File: config.mk
export PLATFORM = sky130hd
export DESIGN_NAME = brace_depth_lexer
export DESIGN_NICKNAME = d
export VERILOG_FILES = /design/src/sv/bdl_pkg.sv /design/src/sv/brace_depth_lexer.sv /design/src/sv/bdl_lex_next.sv
export SDC_FILE = /design/constraint.sdc
export NUM_CORES = 1
export LEC_CHECK = 0
export ABC_AREA = 1
export BUFFER_PORTS_ARGS = -buffer_cell sky130_fd_sc_hd__buf_2
export CAP_MARGIN = 25
export CORE_UTILIZATION = 59
export CTS_CLUSTER_SIZE = 10
export DETAILED_ROUTE_END_ITERATION = 7
export MAX_ROUTING_LAYER = met4
export PLACE_DENSITY = 0.84
export SYNTH_ARGS = -nofsm -noshare
export SYNTH_HDL_FRONTEND = slang
export SYNTH_SLANG_ARGS = --single-unit
File: constraint.sdc
create_clock -name clk -period 6.2 [get_ports clk]
set_input_delay 0.62 -clock clk [delete_from_list [all_inputs] [get_ports clk]]
set_output_delay 0.62 -clock clk [all_outputs]
set_load 0.005 [all_outputs]
File: src/sv/bdl_pkg.sv
// Shared types, character codes and region codes for the brace depth lexer.
package bdl_pkg;

    localparam int MAX_DEPTH_DEF = 255;
    localparam logic [3:0] INDENT_STEP_RST = 4'd4;

    localparam logic [7:0] CH_LBRACE    = 8'h7B;
    localparam logic [7:0] CH_RBRACE    = 8'h7D;
    localparam logic [7:0] CH_SLASH     = 8'h2F;
    localparam logic [7:0] CH_STAR      = 8'h2A;
    localparam logic [7:0] CH_BACKSLASH = 8'h5C;
    localparam logic [7:0] CH_DQUOTE    = 8'h22;
    localparam logic [7:0] CH_SQUOTE    = 8'h27;

    localparam logic [10:0] COLS_MAX = 11'h7FF;

    typedef enum logic [2:0] {
        RG_CODE   = 3'd0,
        RG_STRING = 3'd1,
        RG_CHAR   = 3'd2,
        RG_BLOCK  = 3'd3,
        RG_LINE   = 3'd4
    } region_t;

    typedef struct packed {
        logic [7:0] text_byte;
        logic       line_last;
        logic       restart;
    } in_beat_t;

    typedef struct packed {
        logic [7:0]  nesting_depth;
        logic [10:0] indent_columns;
        logic [2:0]  region;
    } out_beat_t;

    // Lexer flags carried from one byte to the next
    typedef struct packed {
        region_t region;
        logic    escape_pending;
        logic    slash_pending;
        logic    star_pending;
    } lex_flags_t;

endpackage

File: src/sv/brace_depth_lexer.sv
// Top level of the brace depth lexer: input stage, lexer state and result register.
//
// Usage:
//   Source text enters on the input channel one byte per beat (in_valid,
//   in_stall, in_data), with line_last marking the last byte of a line and
//   restart clearing depth and lexer state before that byte. Every input beat
//   yields exactly one result beat on the output channel (out_valid,
//   out_stall, out_data): brace depth after the byte, indentation in columns
//   (depth times indent_step, capped at 2047) and the lexical region. The user
//   must write indent_step (cfg_we/cfg_wdata) only while idle; not enforced.
// Timing:
//   A beat lands in the input register, then the lexer update loads the result
//   register. Throughput is one byte per cycle while the output is not stalled;
//   the lexer update plus the small depth-by-step multiply is the only logic
//   between the two registers.
// Reset:
//   rst_n clears both valid bits, the lexer state (depth zero, region code)
//   and sets indent_step to 4.
// Backpressure:
//   While a result is held stalled at the output, the whole pipe freezes and
//   in_stall is raised in the same cycle; no beat is lost or repeated.
module brace_depth_lexer #(
    parameter int MaxDepth = bdl_pkg::MAX_DEPTH_DEF
) (
    input  logic               clk,
    input  logic               rst_n,
    input  logic               in_valid,
    output logic               in_stall,
    input  bdl_pkg::in_beat_t  in_data,
    output logic               out_valid,
    input  logic               out_stall,
    output bdl_pkg::out_beat_t out_data,
    input  logic               cfg_we,
    input  logic [3:0]         cfg_wdata
);

    localparam int DepthW = $clog2(MaxDepth + 1);
    localparam int ExtW   = (DepthW > 8) ? DepthW : 8;

    // Pipe control
    logic               advance;
    logic               s1_valid_reg;
    bdl_pkg::in_beat_t  s1_beat_reg;
    logic               out_valid_reg;
    bdl_pkg::out_beat_t out_data_reg;

    // Lexer state and configuration
    bdl_pkg::lex_flags_t flags_reg;
    bdl_pkg::lex_flags_t flags_next;
    logic [DepthW-1:0]   depth_reg;
    logic [DepthW-1:0]   depth_next;
    bdl_pkg::region_t    region_shown;
    logic [3:0]          step_reg;

    // Result formatting
    logic [ExtW-1:0]     depth_ext;
    logic [7:0]          depth_shown;
    logic [11:0]         cols_full;
    bdl_pkg::out_beat_t  result;

    // Freeze everything only while a finished result is refused downstream
    assign advance  = !(out_valid_reg && out_stall);
    assign in_stall = !advance;

    bdl_lex_next #(
        .MaxDepth (MaxDepth),
        .DepthW   (DepthW)
    ) u_lex (
        .flags        (flags_reg),
        .depth        (depth_reg),
        .beat         (s1_beat_reg),
        .flags_next   (flags_next),
        .depth_next   (depth_next),
        .region_shown (region_shown)
    );

    // Report depth capped at 255, then scale by the step and cap at 2047
    always_comb
    begin
        depth_ext   = ExtW'(depth_next);
        depth_shown = (depth_ext > ExtW'(255)) ? 8'hFF : depth_ext[7:0];
        cols_full   = {4'b0, depth_shown} * {8'b0, step_reg};
        result.nesting_depth  = depth_shown;
        result.indent_columns = (cols_full > {1'b0, bdl_pkg::COLS_MAX}) ?
                                bdl_pkg::COLS_MAX : cols_full[10:0];
        result.region         = region_shown;
    end

    // Control and state: valid bits, lexer state, indent step
    always_ff @(posedge clk or negedge rst_n)
    begin
        if (!rst_n)
        begin
            s1_valid_reg  <= 1'b0;
            out_valid_reg <= 1'b0;
            flags_reg     <= '0;
            depth_reg     <= '0;
            step_reg      <= bdl_pkg::INDENT_STEP_RST;
        end
        else
        begin
            if (advance)
            begin
                s1_valid_reg  <= in_valid;
                out_valid_reg <= s1_valid_reg;
                if (s1_valid_reg)
                begin
                    flags_reg <= flags_next;
                    depth_reg <= depth_next;
                end
            end
            if (cfg_we)
                step_reg <= cfg_wdata;
        end
    end

    // Payload registers: hold while the pipe is frozen
    always_ff @(posedge clk)
    begin
        if (advance)
        begin
            s1_beat_reg <= in_data;
            if (s1_valid_reg)
                out_data_reg <= result;
        end
    end

    assign out_valid = out_valid_reg;
    assign out_data  = out_data_reg;

endmodule

File: src/sv/bdl_lex_next.sv
// Next-state logic of the lexer for one byte: region, pending marks and depth.
module bdl_lex_next #(
    parameter int MaxDepth = bdl_pkg::MAX_DEPTH_DEF,
    parameter int DepthW   = $clog2(MaxDepth + 1)
) (
    input  bdl_pkg::lex_flags_t flags,
    input  logic [DepthW-1:0]   depth,
    input  bdl_pkg::in_beat_t   beat,
    output bdl_pkg::lex_flags_t flags_next,
    output logic [DepthW-1:0]   depth_next,
    output bdl_pkg::region_t    region_shown
);

    localparam logic [DepthW-1:0] DEPTH_TOP = DepthW'(MaxDepth);

    bdl_pkg::lex_flags_t f;
    bdl_pkg::lex_flags_t nf;
    logic [DepthW-1:0]   d;
    logic [DepthW-1:0]   nd;
    logic [7:0]          b;
    logic [7:0]          quote;
    logic                consumed;

    always_comb
    begin
        b        = beat.text_byte;
        f        = beat.restart ? '0 : flags;
        d        = beat.restart ? '0 : depth;
        nf       = f;
        nd       = d;
        consumed = 1'b0;
        quote    = (f.region == bdl_pkg::RG_STRING) ? bdl_pkg::CH_DQUOTE : bdl_pkg::CH_SQUOTE;

        case (f.region)
            bdl_pkg::RG_BLOCK:
            begin
                if (f.star_pending && b == bdl_pkg::CH_SLASH)
                begin
                    nf.region       = bdl_pkg::RG_CODE;
                    nf.star_pending = 1'b0;
                end
                else
                begin
                    nf.star_pending = (b == bdl_pkg::CH_STAR) && !beat.line_last;
                end
            end
            bdl_pkg::RG_LINE:
            begin
                nf = f;
            end
            bdl_pkg::RG_STRING, bdl_pkg::RG_CHAR:
            begin
                if (f.escape_pending)
                    nf.escape_pending = 1'b0;
                else if (b == quote)
                    nf.region = bdl_pkg::RG_CODE;
                else if (b == bdl_pkg::CH_BACKSLASH)
                    nf.escape_pending = 1'b1;
            end
            default:
            begin
                nf.region = bdl_pkg::RG_CODE;
                // Second byte of a comment opener
                if (f.slash_pending)
                begin
                    nf.slash_pending = 1'b0;
                    if (b == bdl_pkg::CH_SLASH)
                    begin
                        nf.region = bdl_pkg::RG_LINE;
                        consumed  = 1'b1;
                    end
                    else if (b == bdl_pkg::CH_STAR)
                    begin
                        nf.region       = bdl_pkg::RG_BLOCK;
                        nf.star_pending = 1'b0;
                        consumed        = 1'b1;
                    end
                end
                if (!consumed)
                begin
                    if (b == bdl_pkg::CH_DQUOTE)
                    begin
                        nf.region         = bdl_pkg::RG_STRING;
                        nf.escape_pending = 1'b0;
                    end
                    else if (b == bdl_pkg::CH_SQUOTE)
                    begin
                        nf.region         = bdl_pkg::RG_CHAR;
                        nf.escape_pending = 1'b0;
                    end
                    else if (b == bdl_pkg::CH_SLASH)
                    begin
                        nf.slash_pending = !beat.line_last;
                    end
                    else if (b == bdl_pkg::CH_LBRACE)
                    begin
                        if (d < DEPTH_TOP)
                            nd = d + DepthW'(1);
                    end
                    else if (b == bdl_pkg::CH_RBRACE)
                    begin
                        if (d != '0)
                            nd = d - DepthW'(1);
                    end
                end
            end
        endcase

        region_shown = nf.region;

        // Drop line-scoped state at the end of a line; block comments persist
        if (beat.line_last)
        begin
            nf.escape_pending = 1'b0;
            nf.slash_pending  = 1'b0;
            nf.star_pending   = 1'b0;
            if (nf.region != bdl_pkg::RG_BLOCK)
                nf.region = bdl_pkg::RG_CODE;
        end

        flags_next = nf;
        depth_next = nd;
    end

endmodule

==> results.ini, run 1 <==
[die]
fp.coreArea_um2 = 6310
row_count = 29
die_w_um = 82.8
start_util_pct = 61.0
dieHeight_um = 82.8
io_pins = 43
dieArea_um2 = 6860

[logic_synthesis]
synth_top_area_share_pct = 24.9
synthCells = 489
synth_largest_area_cell = edfxtp_1
synthArstFlopShare_pct = 38.5
yosysUniqueCellTypes = 39
synth_edf_count = 32
synth.ff_latch_count = 52
ys.warnings.count = 0
synth_flop_cell = edfxtp_1
synth_area_um2 = 3850
syn-num-nets = 538
synth.area.top_cells = edfxtp_1 25%, nand2_1 14%, dfrtp_1 12%, fa_1 6.2%, ha_1 5.8%
avgSynthCellArea_um2 = 7.88
synth_seq_area_share_pct = 38.0

[setup_path]
crit_type = reg -> reg
crit_path_start_kind = flop
r2r_setup_slack_ps = 950
crit_buf_inv = 4
end_kind = flop
r2r_end = out_data[8]
cp_top_family = simple AND/OR/NAND/NOR gates
cp_common_cell = nand2_1
critical_path.max_stage_delay_ps = 620
arrival_ps = 5290
r2r-start = s1_beat_reg[0]
reg2regPathDepth = 26
cp_slowest_cell = fa_1
worst_ep_required_time_ps = 6240
cp_max_fo = 12

[power]
p_per_area_nw_per_um2 = 174
p_leak_nw = 2.21
irDropWorstVdd_v = 0.000135

[cells_and_area]
nFillCells = 556
diodes = 0
stdcell_area_um2 = 4220
final_net_count = 583
layout-drive-gt1-share_pct = 19.1
areaGrowthSynthToFinish_pct = 9.55
largest_reg_flops = 22

[cts]
cts_setup_buffers = 0
htree_levels = 2
clk_latency_ps = 310
cts_inserted_buffers = 5
cts.sinks = 52
cts-hold-fix-buffers = 0
cts_max_path_buffers = 2
cts.clk_slew.worst_paths_ps = 100
cts_root_buffer = clkbuf_8
cts-resized-gates = 0
cts_tree = built

[grt]
antenna_found_initial = 0
grtUsageMet1_pct = 37.8
gr-usage-met2_pct = 46.3
grt_overflow_total = 0
grt_max_degree = 35
grt_pass1_vias = 3231
grt_use_met3_pct = 3.78
top_usage_layer = met2
grt_pass1_wl_um = 15200
grt_use_total_pct = 28.6

[timing]
rsz0062_at_grt = no
skew_ps = 7.91
setup_violations = 0
max_slew_margin_pct = 63.0
max_freq_mhz = 190
tightest_slew_ps = 555
setup-tns-final_ps = 0
period_needed_ps = 5250
drv_slew = 0
period_share_pct = 84.7
finalHoldViolCount = 0

[place]
io_buffers = 42
gp_congestion = 0.934
postPlaceCellArea_um2 = 4130
dp_hpwl_um = 7120

[hold_path]
min_path_type = in -> async

[detailed_routing]
drtIter0Drc = 305
viasPerCell = 5.51
antenna_left = 0
vias = 3374
routedWlPerCell_um = 14.8
dr.pass1.iters = 5
drc = 0
wirelength_um = 9050

[run]
max_cap_viol_count = 0

[outcome]
status = finished clean

-- per-stage QoR --
stage          instances  hold slack [ps]  util (%)  setup slack, ps  power [mW]
6_report             612              290      66.8              949       0.733
3_3_place_gp         604              457      65.4             1270       0.530
2_1_floorplan        489              324         -             1700       0.490
3_5_place_dp         604              469      65.4             1030       0.535
4_1_cts              612              302      66.8             1010       0.732
5_1_grt              612              315      66.8              572       0.762
-- how the worst max path moves through the flow --
stage              startpoint            to  slack, ps  cells after the start
3_5_place_dp   s1_beat_reg[0]   out_data[8]       1030                     27
6_report       s1_beat_reg[0]   out_data[8]        950                     26
2_1_floorplan  s1_beat_reg[0]  out_data[12]       1700                     29
3_3_place_gp   s1_beat_reg[0]  out_data[12]       1270                     26
4_1_cts        s1_beat_reg[0]   out_data[8]       1010                     27
5_1_grt        s1_beat_reg[0]   out_data[8]        570                     26
-- placed cells by master, fill, tap and decap left out --
cell,n
inv_2,12
clkinv_1,1
o21bai_1,1
nor2_8,1
nand2_2,17
xnor2_1,1
nand3_2,5
dfstp_2,1
inv_1,58
clkinvlp_4,1
o2111ai_1,1
nor2_4,4
clkbuf_1,1
nand3_1,31
o21ai_1,1
nand2_1,140
o211ai_1,2
ha_1,18
nand3b_1,2
buf_2,42
fa_1,12
nand4_1,10
a21oi_1,14
o21ai_2,4
clkbuf_8,6
a31oi_1,1
edfxtp_1,32
nor3_1,2
nand2_4,3
inv_4,1
buf_4,1
a221oi_1,1
a21o_1,1
dfrtp_1,19
xor2_1,9
nor2_1,59
nor2_2,3
o21ai_0,16
a21oi_4,1
-- kinds of logic after synthesis --
kind of cell    synth area share (%)
simple gates                    32.7
fa+ha+maj                       12.1
flops                           38.0
buf+inv                         8.18
compound gates                  6.76
xor+xnor                        2.27
-- Yosys cell counts, types with 4 or more instances --
library cell and instances:
a21oi_1 14, dfrtp_1 19, edfxtp_1 32, fa_1 12, ha_1 18, inv_1 58, inv_2 12, nand2_1 140
nand2_2 17, nand3_1 31, nand3_2 5, nand4_1 10, nor2_1 60, nor2_4 4, o21ai_0 16, o21ai_2 4
xor2_1 9
-- final cells by class --
cell class | count | area, µm² | area share, %
inverter | 72 | 273 | 6.46
tap | 77 | 96.3 | 2.28
clock inverter | 1 | 7.51 | 0.178
multi-input combinational | 360 | 2080 | 49.2
sequential | 52 | 1460 | 34.7
timing repair buffer | 43 | 218 | 5.16
clock buffer | 7 | 86.3 | 2.05
-- metal layers --
| layer | vias up | share of wire, % |
|---|---|---|
| met5 | - | 0 |
| met3 | 22 | 5.7 |
| li1 | 1649 | - |
| met1 | 1579 | 45 |
| met4 | 0 | 2.3 |
| met2 | 124 | 47 |
-- where the power goes --
group / switching (mW) / internal (mW) / leakage, nW / total, mW
registers: 0.0182 / 0.400 / 0.583 / 0.418
logic: 0.0759 / 0.0345 / 1.58 / 0.110
clock network: 0.114 / 0.0910 / 0.0445 / 0.205
(Power assumes the default switching activity.)
==> inputs of run 2 (changes only) <==
==> constraint.sdc (replaced) <==
create_clock -name clk -period 5.3 [get_ports clk]
set_input_delay 0.53 -clock clk [delete_from_list [all_inputs] [get_ports clk]]
set_output_delay 0.53 -clock clk [all_outputs]
set_load 0.005 [all_outputs]
==> run 2 against run 1 <==
  * Register-to-register slack got worse by 630 ps
  * Non-clock buffer count increased by 4
  * Via count rose by 1.9%
  * Combinational power rose by 22%
  * Sequential share of layout area down 0.24 points
  * Clock power up 10%
  * Clock skew up 4.8 ps
  * Core utilization up 0.48 points
==> results.ini, run 2 (synthesis gave the netlist of run 1 again) <==
[setup_path]
end_kind = flop
cp_max_fo = 11
arrival_ps = 5050
reg2regPathDepth = 25
r2r_end = out_data[8]
crit_type = reg -> reg
crit_path_start_kind = flop
r2r-start = s1_beat_reg[0]
worst_ep_required_time_ps = 5370
r2r_setup_slack_ps = 310

[timing]
finalHoldViolCount = 0
setup_violations = 0
period_needed_ps = 4990
period_share_pct = 94.1
max_freq_mhz = 201
drv_slew = 0
skew_ps = 12.7
tightest_slew_ps = 538
max_slew_margin_pct = 64.1
worst_hold_slack_ps = 184

[die]
die_w_um = 82.8
dieHeight_um = 82.8
start_util_pct = 61.0
io_pins = 43
fp.coreArea_um2 = 6310
row_count = 29
dieArea_um2 = 6860

[detailed_routing]
dr.pass1.iters = 5
vias = 3438
drc = 0
wirelength_um = 9100
drtIter0Drc = 268
viasPerCell = 5.58
routedWlPerCell_um = 14.8
antenna_left = 0

[power]
p_leak_nw = 2.23
irDropWorstVdd_v = 0.000138
p_per_area_nw_per_um2 = 199

[grt]
grt_use_total_pct = 29.0
grt_overflow_total = 0
grt_pass1_wl_um = 15300
antenna_found_initial = 0
grt_pass1_vias = 3290
grt_max_degree = 35

[cts]
cts_max_path_buffers = 2
cts.sinks = 52
cts.clk_slew.worst_paths_ps = 100
cts_inserted_buffers = 5
htree_levels = 2
clk_latency_ps = 310
cts_tree = built
cts_root_buffer = clkbuf_8

[cells_and_area]
diodes = 0
nFillCells = 546
seq_area_um2 = 1460
multi_input_area_um2 = 2080
final_net_count = 587
largest_reg_flops = 22
final_common_cell = nand2_1
layout-drive-gt1-share_pct = 19.7
areaGrowthSynthToFinish_pct = 10.3
stdcell_area_um2 = 4250
final_cell_mix = 139 x nand2_1, 59 x nor2_1, 58 x inv_1, 42 x buf_2, 32 x edfxtp_1

[hold_path]
min_path_type = in -> async

[place]
gp_congestion = 0.932
dp_hpwl_um = 7080
postPlaceCellArea_um2 = 4130
io_buffers = 42

[run]
max_cap_viol_count = 0

[outcome]
status = finished clean

[run 2: cell count changes in the layout (fill, tap and decap cells not counted), sizes merged]
cell / previous run / this run
clkinv: 1 / 3
clkbuf: 7 / 6
buf: 43 / 47
inv: 71 / 70
[run 2: repair_timing]
action,in CTS,in global routing
buffers inserted,0,4
hold endpoints to repair,0,0
setup endpoints to repair,0,11
gates resized for setup,0,4
hold buffers,0,0
[run 2: metal layers]
layer | share of wire, % | vias to the layer above | GRT usage [%] | wire (µm)
met5 | 0 | - | - | 0
met4 | 2.4 | 0 | 10.8 | 220
met3 | 7.1 | 23 | 4.27 | 645
met2 | 47 | 145 | 45.0 | 4260
met1 | 44 | 1613 | 38.8 | 3980
li1 | - | 1657 | - | -
[run 2: final cells by class]
| cell class | instances | area share, % |
|---|---|---|
| multi-input cells | 360 | 49.0 |
| flip-flops and latches | 52 | 34.4 |
| inverters | 72 | 6.48 |
| repair buffers | 47 | 5.83 |
| well taps | 77 | 2.27 |
| clock buffers | 6 | 1.71 |
| clock inverters | 2 | 0.265 |
[run 2: critical path: stages, from the launching register on]
cell	delay, ps
edfxtp_1	520
buf_4	200
nor2_1	160
ha_1	260
nand2_1	70
nor2_1	130
nand4_1	230
nand2_1	210
o21ai_1	120
nand3_1	110
nand2_2	130
inv_2	80
nand2_1	70
fa_1	520
fa_1	630
inv_1	60
ha_1	290
nand2_1	60
nor3_1	180
nor2_1	90
nor2_1	140
nand2_1	90
nand2_1	80
nand2_1	90
nand2_4	140
nand2_1	80
[run 2: through the flow]
| stage | worst slack [ps] | util (%) | total power [mW] | std cells | TNS, ps |
|---|---|---|---|---|---|
| global route | -4.51 | 67.3 | 0.884 | 616 | -7.86 |
| floorplan | 804 | - | 0.573 | 489 | 0 |
| CTS | 118 | 66.7 | 0.842 | 612 | 0 |
| finish | 315 | 67.3 | 0.848 | 616 | 0 |
| detailed placement | 113 | 65.4 | 0.626 | 604 | 0 |
| global placement | 368 | 65.4 | 0.620 | 604 | 0 |
[run 2: worst max path at each step]
| stage | from | end | slack, ps | cells past startpoint |
|---|---|---|---|---|
| after detailed placement | s1_beat_reg[0] | out_data[8] | 110 | 26 |
| after floorplan | s1_beat_reg[0] | out_data[12] | 800 | 29 |
| final | s1_beat_reg[0] | out_data[8] | 310 | 25 |
| after global routing | s1_beat_reg[0] | out_data[7] | -5 | 26 |
| after global placement | s1_beat_reg[0] | out_data[12] | 370 | 26 |
| after CTS | s1_beat_reg[0] | out_data[8] | 120 | 26 |
[run 2: power breakdown]
part	total, mW	internal, mW	switching [mW]
Combinational	0.134	0.0436	0.0902
Clock	0.226	0.0920	0.134
Sequential	0.488	0.468	0.0207
